### src/hw/rtl/stream_frame_splitter_top_defines.svh
// ----------------------------------------------------------------------------
// Assertion macros for the stream frame splitter
// Shared checks, clocked on clk_i and disabled while rst_ni is low.
// ----------------------------------------------------------------------------
`ifndef STREAM_FRAME_SPLITTER_TOP_DEFINES_SVH
`define STREAM_FRAME_SPLITTER_TOP_DEFINES_SVH

// Check that a property holds at every clock edge out of reset
`define SFS_ASSERT(lbl, prop, msg) \
  lbl: assert property (@(posedge clk_i) disable iff (!rst_ni) (prop)) else $error(msg);

// Check that a condition never occurs out of reset
`define SFS_NEVER(lbl, cond, msg) \
  `SFS_ASSERT(lbl, !(cond), msg)

`endif

### src/hw/rtl/sfs_pkg.sv
// ----------------------------------------------------------------------------
// Stream frame splitter package
// Shared widths, register indexes, framing modes and the queued word type.
// ----------------------------------------------------------------------------
`default_nettype none

package sfs_pkg;

  // Default sizing of the top level
  localparam int unsigned MAX_FRAME_DEF = 16777216;
  localparam int unsigned MAX_DELIM_DEF = 8;

  // Configuration port
  localparam int unsigned CFG_IDX_W  = 3;
  localparam int unsigned CFG_DATA_W = 64;

  // Field and counter widths
  localparam int unsigned BYTE_W  = 8;
  localparam int unsigned CNT_W   = 17;
  localparam int unsigned LEN_W   = 32;
  localparam int unsigned DLEN_W  = 4;
  localparam int unsigned OFF_W   = 16;
  localparam int unsigned ADJ_W   = 18;

  // Reset values of the configuration registers
  localparam logic [CNT_W-1:0]  FIXED_LEN_RST = 17'd1;
  localparam logic [DLEN_W-1:0] DELIM_LEN_RST = 4'd1;
  localparam logic [CNT_W-1:0]  HDR_SIZE_RST  = 17'd4;
  localparam logic [CNT_W-1:0]  MAX_LEN_RST   = 17'd65536;

  // Queue between front and back
  localparam int unsigned QUEUE_DEPTH = 4;
  localparam int unsigned QPTR_W      = 2;
  localparam int unsigned QCNT_W      = 3;

  typedef enum logic [1:0] {
    MODE_FIXED  = 2'd0,
    MODE_DELIM  = 2'd1,
    MODE_LENGTH = 2'd2,
    MODE_NONE   = 2'd3
  } sfs_mode_e;

  typedef enum logic [CFG_IDX_W-1:0] {
    REG_FRAME_MODE  = 3'd0,
    REG_FIXED_LEN   = 3'd1,
    REG_DELIM_BYTES = 3'd2,
    REG_DELIM_LEN   = 3'd3,
    REG_HDR_SIZE    = 3'd4,
    REG_LEN_OFFSET  = 3'd5,
    REG_LEN_ADJUST  = 3'd6,
    REG_MAX_LEN     = 3'd7
  } sfs_reg_e;

  // One classified word
  typedef struct packed {
    logic              err;
    logic              last;
    logic [BYTE_W-1:0] data;
  } sfs_word_t;

  // Front to queue
  typedef struct packed {
    logic      valid;
    sfs_word_t word;
  } sfs_push_t;

  // Queue head toward the back
  typedef struct packed {
    logic      valid;
    sfs_word_t word;
  } sfs_head_t;

endpackage

`default_nettype wire

### src/hw/rtl/stream_frame_splitter_top.sv
// ----------------------------------------------------------------------------
// Stream frame splitter
// Passes a byte stream through one byte per word and marks frame ends.
//
// Frames are found in fixed-length, delimiter or length-field mode; an
// illegal length-field size sets tuser together with tlast and framing
// restarts on the next byte. The block takes one byte every cycle while
// the queue has room; an accepted byte passes through the queue and the
// output register. The rate is set by the front's combinational classify
// path (length-field add and size compare), and a four-word queue plus
// the output register absorb output stalls. Configuration writes take
// effect on the next byte and do not clear the frame counters.
// ----------------------------------------------------------------------------
`default_nettype none

module stream_frame_splitter_top #(
  parameter int unsigned MaxFrame     = sfs_pkg::MAX_FRAME_DEF,
  parameter int unsigned MaxDelimiter = sfs_pkg::MAX_DELIM_DEF
) (
  input  wire logic                           clk_i,
  input  wire logic                           rst_ni,
  // Configuration write port
  input  wire logic                           cfg_we_i,
  input  wire logic [sfs_pkg::CFG_IDX_W-1:0]  cfg_index_i,
  input  wire logic [sfs_pkg::CFG_DATA_W-1:0] cfg_wdata_i,
  // Input stream
  input  wire logic                           s_axis_tvalid_i,
  output      logic                           s_axis_tready_o,
  input  wire logic [sfs_pkg::BYTE_W-1:0]     s_axis_tdata_i,  // [7:0] data_byte
  // Output stream
  output      logic                           m_axis_tvalid_o,
  input  wire logic                           m_axis_tready_i,
  output      logic [sfs_pkg::BYTE_W-1:0]     m_axis_tdata_o,  // [7:0] out_byte
  output      logic                           m_axis_tlast_o,  // frame_end
  output      logic                           m_axis_tuser_o   // [0] frame_error
);
  import sfs_pkg::*;

  sfs_push_t push;
  sfs_head_t head;
  logic      full;
  logic      pop;

  // Accept and classify
  sfs_front #(
    .MaxFrame     (MaxFrame),
    .MaxDelimiter (MaxDelimiter)
  ) u_front (
    .clk_i       (clk_i),
    .rst_ni      (rst_ni),
    .cfg_we_i    (cfg_we_i),
    .cfg_index_i (cfg_index_i),
    .cfg_wdata_i (cfg_wdata_i),
    .s_tvalid_i  (s_axis_tvalid_i),
    .s_tready_o  (s_axis_tready_o),
    .s_tdata_i   (s_axis_tdata_i),
    .full_i      (full),
    .push_o      (push)
  );

  // Decouple front and back
  sfs_queue u_queue (
    .clk_i  (clk_i),
    .rst_ni (rst_ni),
    .push_i (push),
    .full_o (full),
    .head_o (head),
    .pop_i  (pop)
  );

  // Drive the output stream
  sfs_back u_back (
    .clk_i      (clk_i),
    .rst_ni     (rst_ni),
    .head_i     (head),
    .pop_o      (pop),
    .m_tvalid_o (m_axis_tvalid_o),
    .m_tready_i (m_axis_tready_i),
    .m_tdata_o  (m_axis_tdata_o),
    .m_tlast_o  (m_axis_tlast_o),
    .m_tuser_o  (m_axis_tuser_o)
  );

endmodule

`default_nettype wire

### src/hw/rtl/sfs_front.sv
// ----------------------------------------------------------------------------
// Stream frame splitter front
// Holds configuration, accepts input words and marks frame ends and errors.
// ----------------------------------------------------------------------------
`default_nettype none

`include "stream_frame_splitter_top_defines.svh"

module sfs_front #(
  parameter int unsigned MaxFrame     = sfs_pkg::MAX_FRAME_DEF,
  parameter int unsigned MaxDelimiter = sfs_pkg::MAX_DELIM_DEF
) (
  input  wire logic                          clk_i,
  input  wire logic                          rst_ni,
  input  wire logic                          cfg_we_i,
  input  wire logic [sfs_pkg::CFG_IDX_W-1:0]  cfg_index_i,
  input  wire logic [sfs_pkg::CFG_DATA_W-1:0] cfg_wdata_i,
  input  wire logic                          s_tvalid_i,
  output      logic                          s_tready_o,
  input  wire logic [sfs_pkg::BYTE_W-1:0]    s_tdata_i,
  input  wire logic                          full_i,
  output      sfs_pkg::sfs_push_t            push_o
);
  import sfs_pkg::*;

  localparam int unsigned DelimW = 8 * MaxDelimiter;
  localparam int unsigned FsW    = 35;
  localparam logic [CNT_W-1:0] CntMax = '1;

  // Configuration registers
  sfs_mode_e          cfg_mode_q;
  logic [CNT_W-1:0]   cfg_fixed_q;
  logic [DelimW-1:0]  cfg_delim_q;
  logic [DLEN_W-1:0]  cfg_dlen_q;
  logic [CNT_W-1:0]   cfg_hdr_q;
  logic [OFF_W-1:0]   cfg_off_q;
  logic signed [ADJ_W-1:0] cfg_adj_q;
  logic [CNT_W-1:0]   cfg_max_q;

  // Framing state
  logic [CNT_W-1:0]   bytes_q, bytes_d;
  logic [DelimW-1:0]  recent_q, recent_d;
  logic [LEN_W-1:0]   len_q, len_d;
  logic [CNT_W-1:0]   target_q, target_d;
  logic               known_q, known_d;

  logic                    accept;
  logic [CNT_W-1:0]        count;
  logic [DelimW+7:0]       shift_c;
  logic [DLEN_W-1:0]       dlen;
  logic [MaxDelimiter-1:0] byte_ok;
  logic [CNT_W-1:0]        off_ext;
  logic [CNT_W-1:0]        field_end;
  logic [CNT_W-1:0]        hdr_end;
  logic                    in_field;
  logic [LEN_W-1:0]        len_next;
  logic signed [FsW-1:0]   fs;
  logic                    fs_bad;
  logic                    last;
  logic                    err;

  assign s_tready_o = !full_i;
  assign accept     = s_tvalid_i && !full_i;

  // Write configuration registers
  always_ff @(posedge clk_i or negedge rst_ni) begin
    if (!rst_ni) begin
      cfg_mode_q  <= MODE_FIXED;
      cfg_fixed_q <= FIXED_LEN_RST;
      cfg_delim_q <= '0;
      cfg_dlen_q  <= DELIM_LEN_RST;
      cfg_hdr_q   <= HDR_SIZE_RST;
      cfg_off_q   <= '0;
      cfg_adj_q   <= '0;
      cfg_max_q   <= MAX_LEN_RST;
    end else if (cfg_we_i) begin
      unique case (sfs_reg_e'(cfg_index_i))
        REG_FRAME_MODE:  cfg_mode_q  <= sfs_mode_e'(cfg_wdata_i[1:0]);
        REG_FIXED_LEN:   cfg_fixed_q <= cfg_wdata_i[CNT_W-1:0];
        REG_DELIM_BYTES: cfg_delim_q <= cfg_wdata_i[DelimW-1:0];
        REG_DELIM_LEN:   cfg_dlen_q  <= cfg_wdata_i[DLEN_W-1:0];
        REG_HDR_SIZE:    cfg_hdr_q   <= cfg_wdata_i[CNT_W-1:0];
        REG_LEN_OFFSET:  cfg_off_q   <= cfg_wdata_i[OFF_W-1:0];
        REG_LEN_ADJUST:  cfg_adj_q   <= $signed(cfg_wdata_i[ADJ_W-1:0]);
        REG_MAX_LEN:     cfg_max_q   <= cfg_wdata_i[CNT_W-1:0];
        default: ;
      endcase
    end
  end

  // Count this byte, saturating, and shift it into the history
  assign count    = (bytes_q == CntMax) ? bytes_q : bytes_q + 1'b1;
  assign shift_c  = {recent_q, s_tdata_i};
  assign recent_d = shift_c[DelimW-1:0];

  // Clamp delimiter length into the supported range
  always_comb begin
    if (cfg_dlen_q == '0) begin
      dlen = 4'd1;
    end else if (cfg_dlen_q > DLEN_W'(MaxDelimiter)) begin
      dlen = DLEN_W'(MaxDelimiter);
    end else begin
      dlen = cfg_dlen_q;
    end
  end

  // Compare each history byte against the delimiter, ignoring unused bytes
  always_comb begin
    for (int i = 0; i < MaxDelimiter; i++) begin
      byte_ok[i] = (DLEN_W'(i) >= dlen) ||
                   (recent_d[8*i +: 8] == cfg_delim_q[8*i +: 8]);
    end
  end

  // Length field collection and frame size check
  assign off_ext   = {1'b0, cfg_off_q};
  assign field_end = off_ext + 17'd4;
  assign hdr_end   = (cfg_hdr_q > field_end) ? cfg_hdr_q : field_end;
  assign in_field  = (bytes_q >= off_ext) && (bytes_q < field_end);
  assign len_next  = in_field ? {len_q[LEN_W-9:0], s_tdata_i} : len_q;

  assign fs = $signed({{(FsW-CNT_W){1'b0}}, cfg_hdr_q}) +
              $signed({{(FsW-LEN_W){1'b0}}, len_next}) +
              FsW'(cfg_adj_q);

  assign fs_bad = (fs < $signed({{(FsW-CNT_W){1'b0}}, hdr_end})) ||
                  (fs > $signed({{(FsW-CNT_W){1'b0}}, cfg_max_q})) ||
                  (fs > $signed(FsW'(MaxFrame)));

  // Classify the byte and advance the framing state
  always_comb begin
    bytes_d  = bytes_q;
    len_d    = len_q;
    target_d = target_q;
    known_d  = known_q;
    last     = 1'b0;
    err      = 1'b0;
    unique case (cfg_mode_q)
      MODE_FIXED: begin
        bytes_d = count;
        last    = (count >= cfg_fixed_q);
      end
      MODE_DELIM: begin
        bytes_d = count;
        last    = (&byte_ok) && (count >= CNT_W'(dlen));
      end
      MODE_LENGTH: begin
        bytes_d = count;
        if (!known_q) begin
          len_d = len_next;
          if (count >= hdr_end) begin
            if (fs_bad) begin
              err  = 1'b1;
              last = 1'b1;
            end else begin
              target_d = fs[CNT_W-1:0];
              known_d  = 1'b1;
              last     = (count >= fs[CNT_W-1:0]);
            end
          end
        end else begin
          last = (count >= target_q);
        end
      end
      MODE_NONE: begin
        bytes_d = bytes_q;
      end
      default: ;
    endcase
    // Restart framing after the last byte
    if (last) begin
      bytes_d  = '0;
      len_d    = '0;
      target_d = '0;
      known_d  = 1'b0;
    end
  end

  // Update state on each accepted word
  always_ff @(posedge clk_i or negedge rst_ni) begin
    if (!rst_ni) begin
      bytes_q  <= '0;
      recent_q <= '0;
      len_q    <= '0;
      target_q <= '0;
      known_q  <= 1'b0;
    end else if (accept) begin
      bytes_q  <= bytes_d;
      recent_q <= recent_d;
      len_q    <= len_d;
      target_q <= target_d;
      known_q  <= known_d;
    end
  end

  // Push the classified word
  always_comb begin
    push_o.valid     = accept;
    push_o.word.err  = err;
    push_o.word.last = last;
    push_o.word.data = s_tdata_i;
  end

  `SFS_ASSERT(a_err_ends_frame, (push_o.valid && push_o.word.err) |-> push_o.word.last, "error word not marked last")
  `SFS_NEVER(a_target_floor, known_q && (target_q < 17'd4), "frame size below minimum header")
  `SFS_ASSERT(a_restart_clears, (accept && last) |=> (bytes_q == '0 && !known_q), "framing not restarted")

endmodule

`default_nettype wire

### src/hw/rtl/sfs_queue.sv
// ----------------------------------------------------------------------------
// Stream frame splitter queue
// Short word queue that lets front and back stall independently.
// ----------------------------------------------------------------------------
`default_nettype none

`include "stream_frame_splitter_top_defines.svh"

module sfs_queue (
  input  wire logic               clk_i,
  input  wire logic               rst_ni,
  input  wire sfs_pkg::sfs_push_t push_i,
  output      logic               full_o,
  output      sfs_pkg::sfs_head_t head_o,
  input  wire logic               pop_i
);
  import sfs_pkg::*;

  sfs_word_t           mem_q [QUEUE_DEPTH];
  logic [QPTR_W-1:0]   wr_ptr_q;
  logic [QPTR_W-1:0]   rd_ptr_q;
  logic [QCNT_W-1:0]   count_q, count_d;

  assign full_o = (count_q == QCNT_W'(QUEUE_DEPTH));

  // Store pushed words
  always_ff @(posedge clk_i) begin
    if (push_i.valid) begin
      mem_q[wr_ptr_q] <= push_i.word;
    end
  end

  // Track fill level and pointers
  assign count_d = count_q + QCNT_W'(push_i.valid) - QCNT_W'(pop_i);

  always_ff @(posedge clk_i or negedge rst_ni) begin
    if (!rst_ni) begin
      wr_ptr_q <= '0;
      rd_ptr_q <= '0;
      count_q  <= '0;
    end else begin
      if (push_i.valid) begin
        wr_ptr_q <= wr_ptr_q + 1'b1;
      end
      if (pop_i) begin
        rd_ptr_q <= rd_ptr_q + 1'b1;
      end
      count_q <= count_d;
    end
  end

  // Present the oldest word
  assign head_o.valid = (count_q != '0);
  assign head_o.word  = mem_q[rd_ptr_q];

  `SFS_ASSERT(a_no_overflow, push_i.valid |-> !full_o, "push into full queue")
  `SFS_ASSERT(a_no_underflow, pop_i |-> head_o.valid, "pop from empty queue")
  `SFS_ASSERT(a_count_grows, (push_i.valid && !pop_i) |=> (count_q == $past(count_q) + 1'b1), "queue count lost a push")

endmodule

`default_nettype wire

### src/hw/rtl/sfs_back.sv
// ----------------------------------------------------------------------------
// Stream frame splitter back
// Output register that drains the queue onto the master stream.
// ----------------------------------------------------------------------------
`default_nettype none

module sfs_back (
  input  wire logic                       clk_i,
  input  wire logic                       rst_ni,
  input  wire sfs_pkg::sfs_head_t         head_i,
  output      logic                       pop_o,
  output      logic                       m_tvalid_o,
  input  wire logic                       m_tready_i,
  output      logic [sfs_pkg::BYTE_W-1:0] m_tdata_o,
  output      logic                       m_tlast_o,
  output      logic                       m_tuser_o
);
  import sfs_pkg::*;

  logic      out_valid_q;
  sfs_word_t out_word_q;

  // Load a new word when the register is empty or being taken
  assign pop_o = head_i.valid && (!out_valid_q || m_tready_i);

  always_ff @(posedge clk_i or negedge rst_ni) begin
    if (!rst_ni) begin
      out_valid_q <= 1'b0;
    end else if (pop_o) begin
      out_valid_q <= 1'b1;
    end else if (m_tready_i) begin
      out_valid_q <= 1'b0;
    end
  end

  always_ff @(posedge clk_i) begin
    if (pop_o) begin
      out_word_q <= head_i.word;
    end
  end

  assign m_tvalid_o = out_valid_q;
  assign m_tdata_o  = out_word_q.data;
  assign m_tlast_o  = out_word_q.last;
  assign m_tuser_o  = out_word_q.err;

endmodule

`default_nettype wire
### config.mk
export PLATFORM = sky130hd
export DESIGN_NAME = stream_frame_splitter_top
export DESIGN_NICKNAME = d
export VERILOG_FILES = /design/src/hw/rtl/sfs_pkg.sv /design/src/hw/rtl/stream_frame_splitter_top.sv /design/src/hw/rtl/sfs_front.sv /design/src/hw/rtl/sfs_queue.sv /design/src/hw/rtl/sfs_back.sv
export VERILOG_INCLUDE_DIRS = /design/src /design/src/hw/rtl
export SDC_FILE = /design/constraint.sdc
export NUM_CORES = 1
export LEC_CHECK = 0
export ABC_AREA = 1
export BUFFER_PORTS_ARGS = -buffer_cell sky130_fd_sc_hd__buf_2
export CAP_MARGIN = 20
export CORE_MARGIN = 2
export CORE_UTILIZATION = 40
export DETAILED_ROUTE_END_ITERATION = 12
export SYNTH_ARGS = -nofsm -noshare
export SYNTH_HDL_FRONTEND = slang
export SYNTH_SLANG_ARGS = --single-unit
### constraint.sdc
create_clock -name clk_i -period 19.3 [get_ports clk_i]
set_input_delay 0.965 -clock clk_i [delete_from_list [all_inputs] [get_ports clk_i]]
set_output_delay 0.965 -clock clk_i [all_outputs]
set_load 0.03 [all_outputs]
# ---- Yosys cells after proc, flatten, opt, wreduce, memory -nomap -nowiden
# Memories as Yosys holds them, arrays and structs flattened. A register that Yosys moved wholly into a read port is not among the register bits.
# Index checks and enable logic that the tools add are counted.
dict set report totals {
  ram_bits 40
  reg_bits 286
  word_cells 139
  mem_count 1
}
dict set report classes {
  muxes 32
  magnitude_cmp 20
  reduce_logical 38
  n_addsub 8
  n_eq_ne 23
}
# memory depth word_bits read_ports rd_clocked_by_memory_dff wr line
set memory_table {}
lappend memory_table {u_queue.mem_q 4 10 1 1 1 sfs_queue.sv:19} ;# sfs_word_t mem_q [QUEUE_DEPTH];
# operator count
set ops {}
lappend ops {{$mux W17} 9}
lappend ops {{$mux W32} 4}
lappend ops {{$ge A17 B17 Y1} 4}
lappend ops {{$eq A8 B8 Y1} 8}
lappend ops {{$add A34 B18 Y35} 1}
lappend ops {{$gt A35 B18 Y1} 1}
lappend ops {{$gt A35 B26 Y1 const B} 1}
lappend ops {{$lt A35 B18 Y1} 1}
lappend ops {{$add A17 B32 Y33} 1}
lappend ops {{$reduce_and A2 Y1} 10}
lappend ops {{$add A16 B3 Y17 const B} 1}
lappend ops {{$add A17 B1 Y17 const B} 1}
lappend ops {{$eq A17 B17 Y1 const B} 1}
lappend ops {{$ge A17 B16 Y1} 1}
lappend ops {{$ge A17 B4 Y1} 1}
lappend ops {{$gt A17 B17 Y1} 1}
lappend ops {{$lt A17 B17 Y1} 1}
lappend ops {{$ge A3 B4 Y1 const A} 4}
lappend ops {{$mux W1} 16}
lappend ops {{$eq A3 B3 Y1 const B} 5}
lappend ops {{$logic_or A1 B1 Y1} 11}
lappend ops {{$ge A1 B4 Y1 const A} 2}
lappend ops {{$ge A2 B4 Y1 const A} 2}
lappend ops {{$mux W4} 2}
lappend ops {{22 further kinds} 32}

# ---- Logic depth before layout (Yosys ltp)
# Gate-level depths: netlist of the first run.
dict set report logic_depth {
  depth_word 15
  ltp_mapped 71
}

# ---- Modules after synthesis
# A second synthesis of the first run with hierarchy kept.
dict set report hier_totals {
  cells_unflattened 2793
  area_unflattened_um2 22439.0
}
# mod seq_area_each_um2 area_each_um2 cells_each instances
set modules_own_cells {}
lappend modules_own_cells {sfs_front 6961.7 19989.2 2574 1}
lappend modules_own_cells {sfs_queue 1376.3 2100.8 203 1}
lappend modules_own_cells {sfs_back 325.3 349.1 16 1}

# ---- Worst setup path before layout of the first run
# OpenSTA, ideal clock, no wires.
dict set report synth_timing {
  path_kind {reg2reg}
  start {reg u_front.cfg_off_q[2]}
  end {reg u_front.target_q[10]}
  t_required_ns 19.183
  stages_incl_launch_ff 64
  path_buffers 3
  setup_slack_ns 11.542
  setup_time_ns 0.117
  arrival_time_ns 7.641
  cell_sequence {dfrtp_1 > ha_1 > nand2_2 > nor2_8 > nand4_2 > nor2_1 > inv_1 > ha_1 > nand2_1 > nor2_1 > nand2_1 > or2_1 > nand3b_1 > o2111ai_2 > buf_4 > clkbuf_1 > nand2_1 > o21ai_0 > [28 not listed] > nand2_1 > o21a_1 > nand2_1 > xor2_1 > nand2_1 > a21oi_1 > nand3_1 > nor2_1 > nand2_1 > nand2_1 > nand2_1 > nand2_1 > nand2_2 > nand3_2 > nand4_2 > buf_4 > nand2_1 > nand2_1}
}
dict set report synth_via {
  elab_chain_cells 15
  word_cells_on_any_way 30
  cone_classes {add/sub (3); order compare (8); eq/ne (2); mux (11); reduce/logical (6)}
}
# item line
set synth_rtl {}
lappend synth_rtl {{start: declaration} sfs_front.sv:36} ;# logic [OFF_W-1:0] cfg_off_q;
lappend synth_rtl {{start signal: assignment} sfs_front.sv:83} ;# REG_LEN_OFFSET: cfg_off_q <= cfg_wdata_i[OFF_W-1:0];
lappend synth_rtl {{$add A16 B3 Y17} sfs_front.sv:117} ;# assign field_end = off_ext + 17'd4;
lappend synth_rtl {{$lt A17 B17 Y1} sfs_front.sv:119} ;# assign in_field = (bytes_q >= off_ext) && (bytes_q < field_end);
lappend synth_rtl {{$logic_and A1 B1 Y1} sfs_front.sv:119}
lappend synth_rtl {{$mux W32} sfs_front.sv:120} ;# assign len_next = in_field ? {len_q[LEN_W-9:0], s_tdata_i} : len_q;
lappend synth_rtl {{$add A17 B32 Y33} sfs_front.sv:122} ;# assign fs = $signed({{(FsW-CNT_W){1'b0}}, cfg_hdr_q}) +
lappend synth_rtl {{$add A34 B18 Y35} sfs_front.sv:123} ;# $signed({{(FsW-LEN_W){1'b0}}, len_next}) +
lappend synth_rtl {{$lt A35 B18 Y1 / $gt A35 B18 Y1 (equally long branches)} {sfs_front.sv:126, sfs_front.sv:127}}
lappend synth_rtl {{$logic_or A1 B1 Y1} sfs_front.sv:126} ;# assign fs_bad = (fs < $signed({{(FsW-CNT_W){1'b0}}, hdr_end})) ||
lappend synth_rtl {{$logic_or A1 B1 Y1} sfs_front.sv:127} ;# (fs > $signed({{(FsW-CNT_W){1'b0}}, cfg_max_q})) ||
lappend synth_rtl {{$mux W1} sfs_front.sv:152} ;# if (fs_bad) begin
lappend synth_rtl {{$mux W1} sfs_front.sv:151} ;# if (count >= hdr_end) begin
lappend synth_rtl {{$mux W1} sfs_front.sv:149} ;# if (!known_q) begin
lappend synth_rtl {{$pmux W1 S3} sfs_front.sv:138} ;# unique case (cfg_mode_q)
lappend synth_rtl {{$ne A2 B2 Y1 (no line) / $reduce_bool A2 Y1 (equally long branches)} -}
lappend synth_rtl {{$reduce_and A5 Y1 (no line)} -}
lappend synth_rtl {{end signal: assignment} sfs_front.sv:191} ;# target_q <= target_d;
lappend synth_rtl {{end: declaration} sfs_front.sv:44} ;# logic [CNT_W-1:0] target_q, target_d;
# Several ways; a longest one is shown, not always the timed one. The select of a mux whose other input is x is not followed.
# A chain may end at the register's enable or synchronous reset.

# ---- Worst setup path after layout of the first run
dict set report layout_timing {
  start {reg u_front.cfg_off_q[2]}
  end {reg u_front.bytes_q[7]}
}
dict set report layout_via {
  elab_chain_cells 15
  word_cells_on_any_way 23
  cone_classes {add/sub (3); order compare (8); eq/ne (1); mux (7); reduce/logical (4)}
}
# item line
set layout_rtl {}
lappend layout_rtl {{$add A16 B3 Y17} sfs_front.sv:117}
lappend layout_rtl {{$lt A17 B17 Y1} sfs_front.sv:119}
lappend layout_rtl {{$logic_and A1 B1 Y1} sfs_front.sv:119}
lappend layout_rtl {{$mux W32} sfs_front.sv:120}
lappend layout_rtl {{$add A17 B32 Y33} sfs_front.sv:122}
lappend layout_rtl {{$add A34 B18 Y35} sfs_front.sv:123}
lappend layout_rtl {{$lt A35 B18 Y1 / $gt A35 B18 Y1 (equally long branches)} {sfs_front.sv:126, sfs_front.sv:127}}
lappend layout_rtl {{$logic_or A1 B1 Y1} sfs_front.sv:126}
lappend layout_rtl {{$logic_or A1 B1 Y1} sfs_front.sv:127}
lappend layout_rtl {{$mux W1} sfs_front.sv:152}
lappend layout_rtl {{$mux W1 (*)} sfs_front.sv:151}
lappend layout_rtl {{$mux W1 (*)} sfs_front.sv:149}
lappend layout_rtl {{$pmux W1 S3 (*)} sfs_front.sv:138}
lappend layout_rtl {{$ne A2 B1 Y1 (no line)} -}
lappend layout_rtl {{$reduce_and A2 Y1 (no line)} -}
lappend layout_rtl {{end signal: assignment} sfs_front.sv:188} ;# bytes_q <= bytes_d;
lappend layout_rtl {{end: declaration} sfs_front.sv:41} ;# logic [CNT_W-1:0] bytes_q, bytes_d;
# Mark *: on every way between the ends. The rest lies on a longest branch, timed or not.

==> results.sh, run 1 <==
export IMPL_status="finished, final reports clean"
export IMPL_critPathKind="flip-flop to flip-flop"
export IMPL_synth_top_family_by_area="simple AND/OR/NAND/NOR gates"
export IMPL_relSlewSlack_pct=29.10
export IMPL_fmax_mhz=93.72
export IMPL_cp_arrival_ns=11.15
export IMPL_fin_cells=3593
export IMPL_syn_area_per_cell_sq_um=7.974
export IMPL_final_cell_mix="nand2_1 (664), inv_1 (323), dfrtp_1 (282), o21ai_0 (264), nor2_1 (201)"
export IMPL_p_per_area_nw_per_um2=198.1
export IMPL_cts_made_buffers=40
export IMPL_power_leakage_nw=12.26
export IMPL_cpPeakStageDelay_ns=0.50
export IMPL_required_ns=19.78
export IMPL_critPathLaunchType="flip-flop"
export IMPL_power_ir_vdd_worst_mv=0.1298
export IMPL_netlist_area_sq_um=22090
export IMPL_vias_per_cell=5.414
export IMPL_cts_buffer_depth=3
export IMPL_dp_hpwl_microns=51830
export IMPL_rr_worst_depth=51
export IMPL_drt_total_wl_microns=68930
export IMPL_slew_violations=0
export IMPL_rsz0062_at_grt="no"
export IMPL_synth_xor_area_share_pct=4.254
export IMPL_cts_sink_count=336
export IMPL_track_usage_pct=24.21
export IMPL_hold_violations=0
export IMPL_use_met1_pct=32.90
export IMPL_netlist_area_leader_share_pct=31.95
export IMPL_ant_nets=0
export IMPL_cpMaxStageDelayCell="buf_4"
export IMPL_nets=3133
export IMPL_top_usage_layer="met2"
export IMPL_post_route_drc_count=0
export IMPL_syn_num_nets=3052
export IMPL_globalRouteMet2Util_pct=39.49
export IMPL_initial_core_util_pct=40.25
export IMPL_reg2reg_slack_ns=8.63
export IMPL_die_area_sq_um=57110
export IMPL_synth_edff_count=50
export IMPL_cp_common_cell="nand2_1"
export IMPL_die_height_microns=239.0
export IMPL_grt_pass1_vias=18610
export IMPL_grt_pass1_wl_microns=105900
export IMPL_port_buffers=91
export IMPL_clockRootBuffer="clkbuf_16"
export IMPL_antenna_found_initial=10
export IMPL_globalplace_congestion=0.9770
export IMPL_fin_skew_ns=0.02585
export IMPL_synth_area_leader_cell="dfrtp_1"
export IMPL_worstMarginPinSlew_ns=1.064
export IMPL_synthAdderAreaFrac_pct=11.54
export IMPL_tns_ns=0
export IMPL_drtIter0Drc=1641
export IMPL_cap_violations=0
export IMPL_synth_seq_area_share_pct=39.22
export IMPL_core_area_sq_um=54880
export IMPL_yosys_area_share_simple_pct=23.27
export IMPL_setup_violations=0
export IMPL_tritoncts="yes"
export IMPL_synth_area_mux_share_pct=2.498
export IMPL_synth_compound_area_share_pct=12.18
export IMPL_io_pins=92
export IMPL_final_common_cell="nand2_1"
export IMPL_grt_start_max_net_pins=169
export IMPL_htreeDepth=2
export IMPL_clkTransAtPathRegs_ns=0.06
export IMPL_path_max_fanout=60
export IMPL_cts_resized=0
export IMPL_synth_cell_types=58
export IMPL_reg2reg_from="u_front.cfg_off_q[2]"
export IMPL_met3_usage_pct=3.915
export IMPL_ys_ff_latch=336
export IMPL_yosys_top_cells_area="dfrtp_1 (32%), nand2_1 (11%), ha_1 (11%)"
export IMPL_std_cell_rows=86
export IMPL_clk_latency_ns=0.59
export IMPL_drive_gt1_share_pct=9.955
export IMPL_cts_hold_buf=0
export IMPL_synth_warning_count=0
export IMPL_dp_cells=3510
export IMPL_wl_per_cell_microns=19.18
export IMPL_fin_util_pct=45.01
export IMPL_post_cts_buffers=0
export IMPL_fp_dieW_microns=239.0
export IMPL_overflow=0
export IMPL_ys_flop_type="dfrtp_1"
export IMPL_finalCriticalPeriod_ns=10.67
export IMPL_syn_inst=2770
export IMPL_dr_pass1_iters=5
export IMPL_vias=19450
export IMPL_hold_class="primary input to async pin"
export IMPL_crit_path_end_kind="flip-flop"
export IMPL_async_flop_share_pct=85.12
export IMPL_reg2reg_to="u_front.bytes_q[7]"
export IMPL_area_delta_synth_final_pct=11.84
export IMPL_period_share_pct=55.28
-- area by class of cell --
cell class / instances / area (sq um)
multi-input combinational: 2036 / 11900
inverter: 328 / 1231
sequential: 336 / 8663
timing repair buffer: 109 / 656.9
tap: 704 / 880.8
antenna: 6 / 15.01
clock inverter: 18 / 221.5
fill: 5492 / 30180
clock buffer: 56 / 1132
-- stage by stage --
step           instance area [sq um]  hold WS, ns  power (mW)  setup slack, ns
4_1_cts                        24620       0.4741       4.857            8.686
3_3_place_gp                   23270       0.4603       3.992            8.956
3_5_place_dp                   23270       0.4590       4.048            8.775
5_1_grt                        24690       0.4952       5.300            7.558
6_report                       24700       0.4271       4.893            8.630
2_1_floorplan                  22090       0.4419       3.171            11.54
-- worst max-delay path, delay by kind of cell (launching register included) --
kind            cells  cell delay, ns
simple gates       23            3.66
compound gates     17            3.43
buf+inv             5            1.27
fa+ha+maj           4            1.26
flops               1            0.46
xor+xnor            2            0.43
-- flip-flops by register name, summed over array words and instances, names as in the netlist, 8 cells and up --
name	cells
u_front.cfg_delim_q	64
u_front.len_q	32
u_front.bytes_q	17
u_front.cfg_off_q	16
u_back.m_tdata_o	8
u_front.cfg_hdr_q	17
u_front.cfg_max_q	17
u_queue.mem_q	40
u_front.target_q	17
u_front.cfg_fixed_q	17
u_front.recent_q	56
u_front.cfg_adj_q	18
-- synthesized netlist by cell type (all sizes together) (39+ instances only) --
master,count
dfrtp,282
xor2,76
nand2,676
nor3,39
mux2,49
inv,328
edfxtp,50
a21oi,131
nand4,53
nand3,158
o21ai,272
ha,199
nor2,213
clkbuf,48
-- routing by layer --
| layer | up-vias | share of wire, % |
|---|---|---|
| met4 | 10 | 2.9 |
| li1 | 9396 | - |
| met3 | 132 | 6.5 |
| met1 | 9299 | 45 |
| met5 | - | 0.099 |
| met2 | 614 | 46 |
-- cell families after synthesis --
kind of cell	Yosys count
AO/OA/AOI/OAI	494
XOR/XNOR	104
adder cells (fa/ha/maj)	202
buffers and inverters	398
flip-flops	336
multiplexers	49
AND/OR/NAND/NOR	1187
-- where the power goes --
| part | total, mW | switching [mW] | internal (mW) | leakage (nW) |
|---|---|---|---|---|
| logic | 3.01 | 2.02 | 1.00 | 7.53 |
| registers | 1.09 | 0.165 | 0.929 | 4.07 |
| clock network | 0.784 | 0.317 | 0.467 | 0.662 |
-- worst max path at each step --
stage,startpoint,end,cells after the start
CTS,u_front.cfg_off_q[2],u_front.bytes_q[7],51
detailed placement,u_front.cfg_off_q[2],u_front.bytes_q[6],53
finish,u_front.cfg_off_q[2],u_front.bytes_q[7],51
global placement,u_front.cfg_off_q[2],u_front.bytes_q[0],53
floorplan,u_front.cfg_off_q[2],u_front.target_q[10],63
global route,u_front.cfg_off_q[2],u_front.bytes_q[4],60
Note: power is estimated with default switching activity, not from simulation.
==> inputs of run 2 (changes only) <==
==> constraint.sdc (replaced) <==
create_clock -name clk_i -period 8.62 [get_ports clk_i]
set_input_delay 0.431 -clock clk_i [delete_from_list [all_inputs] [get_ports clk_i]]
set_output_delay 0.431 -clock clk_i [all_outputs]
set_load 0.03 [all_outputs]
==> results.sh, run 2 (synthesis results as in run 1) <==
export IMPL_slew_violations=0
export IMPL_power_mw=12.12
export IMPL_die_area_sq_um=57110
export IMPL_dr_pass1_iters=5
export IMPL_nets=3242
export IMPL_final_cell_mix="nand2_1 (638), inv_1 (318), dfrtp_1 (282), o21ai_0 (243), nor2_1 (184)"
export IMPL_largest_register_ffs=64
export IMPL_port_buffers=91
export IMPL_hold_ws_ns=0.04953
export IMPL_power_ir_vdd_worst_mv=0.3098
export IMPL_ant_nets=0
export IMPL_cap_violations=0
export IMPL_rr_worst_depth=57
export IMPL_area_delta_synth_final_pct=19.50
export IMPL_antenna_found_initial=4
export IMPL_die_height_microns=239.0
export IMPL_status="finished, final reports clean"
export IMPL_overflow=0
export IMPL_cts_buffer_depth=3
export IMPL_drt_met1_wl_microns=31450
export IMPL_relSlewSlack_pct=10.95
export IMPL_cts_made_buffers=40
export IMPL_hold_class="primary input to flip-flop"
export IMPL_initial_core_util_pct=40.25
export IMPL_drt_total_wl_microns=72150
export IMPL_required_ns=9.09
export IMPL_tritoncts="yes"
export IMPL_core_area_sq_um=54880
export IMPL_grt_pass1_vias=19200
export IMPL_crit_path_end_kind="flip-flop"
export IMPL_track_usage_pct=24.43
export IMPL_finalCriticalPeriod_ns=8.427
export IMPL_fill_cells=5331
export IMPL_setup_violations=0
export IMPL_route_met3_wl_microns=4634
export IMPL_grt_start_max_net_pins=115
export IMPL_grt_pass1_wl_microns=107600
export IMPL_drive_gt1_share_pct=17.79
export IMPL_top_register="u_front.cfg_delim_q"
export IMPL_dp_hpwl_microns=52460
export IMPL_hold_violations=0
export IMPL_htreeDepth=2
export IMPL_vias_per_cell=5.381
export IMPL_std_cell_rows=86
export IMPL_reg_top3="u_front.cfg_delim_q (64), u_front.recent_q (56), u_queue.mem_q (40)"
export IMPL_vias=19890
export IMPL_drtIter0Drc=1692
export IMPL_power_leakage_nw=12.93
export IMPL_cp_arrival_ns=8.90
export IMPL_clockRootBuffer="clkbuf_16"
export IMPL_clk_latency_ns=0.59
export IMPL_path_max_fanout=8
export IMPL_final_common_cell="nand2_1"
export IMPL_period_share_pct=97.76
export IMPL_globalplace_congestion=0.9494
export IMPL_cpMaxStageDelayCell="ha_2"
export IMPL_worstMarginPinSlew_ns=1.336
export IMPL_critPathKind="flip-flop to flip-flop"
export IMPL_route_met2_wl_microns=33930
export IMPL_highest_layer="met5"
export IMPL_post_route_drc_count=0
export IMPL_cpPeakStageDelay_ns=0.40
export IMPL_fmax_mhz=118.7
export IMPL_critPathLaunchType="flip-flop"
export IMPL_io_pins=92
export IMPL_cts_sink_count=336
export IMPL_clkTransAtPathRegs_ns=0.06
export IMPL_fin_skew_ns=0.02668
export IMPL_wl_per_cell_microns=19.52
export IMPL_fp_dieW_microns=239.0
export IMPL_cp_common_cell="nand2_2"
export IMPL_holdPathStages=2
export IMPL_p_per_area_nw_per_um2=459.1
-- run 2: cell type report --
class | count | area, sq um | share of cell area [%]
Tap cell | 704 | 880.8 | 3.337
Clock buffer | 58 | 1129 | 4.276
Timing Repair Buffer | 217 | 1605 | 6.082
Multi-Input combinational cell | 2037 | 12690 | 48.06
Antenna cell | 1 | 2.502 | 0.009480
Clock inverter | 15 | 192.7 | 0.7300
Sequential cell | 336 | 8663 | 32.82
Inverter | 328 | 1236 | 4.683
-- run 2: repair_timing --
action                                  CTS  global route
pin swaps                                 1            64
hold buffers                              1             0
hold endpoints to repair                 80             0
endpoints found under the setup margin   71            75
gates cloned                              0             7
buffers inserted                          2            41
gates resized for setup                  10           185
-- run 2: worst paths after layout --
| check | from | to | slack, ns |
|---|---|---|---|
| max | u_front.cfg_off_q[2] | u_front.len_q[4] | 0.19 |
| min | m_axis_tready_i | u_back.m_tvalid_o | 0.05 |
| max reg2reg | u_front.cfg_off_q[2] | u_front.len_q[4] | 0.19 |
| min in group asynchronous | rst_ni | u_front.recent_q[33] | 0.45 |
| max in group asynchronous | rst_ni | u_front.recent_q[34] | 6.68 |
| min reg2reg | u_front.target_q[10] | u_front.target_q[10] | 0.47 |
-- run 2: critical path: cells and delay by family (launching register included) --
kind / cells / cell delay (ns)
buf+inv: 7 / 1.05
compound gates: 5 / 0.65
simple gates: 36 / 4.00
xor+xnor: 3 / 0.53
flops: 1 / 0.37
fa+ha+maj: 6 / 1.73
-- run 2: per-layer routing --
layer | track usage, % | vias to the layer above
li1 | - | 9612
met1 | 33.05 | 9516
met2 | 40.90 | 642
met3 | 3.337 | 116
met4 | 6.780 | 2
met5 | 0 | -
-- run 2: power breakdown --
group	switching, mW	total [mW]	internal (mW)
combinational	4.98	7.95	2.97
clock	0.729	1.71	0.984
sequential	0.375	2.45	2.08
-- run 2: through the flow --
stage	utilization (%)	worst slack [ns]	setup TNS (ns)	instances	cell area [sq um]
after floorplan	-	0.8623	0	2770	22090
after global placement	43.40	-0.1049	-2.852	3573	23820
after detailed placement	43.40	-0.2311	-10.87	3573	23820
after CTS	45.89	0.004381	0	3649	25180
after global routing	48.09	-0.3235	-13.36	3695	26390
final	48.10	0.1934	0	3696	26400
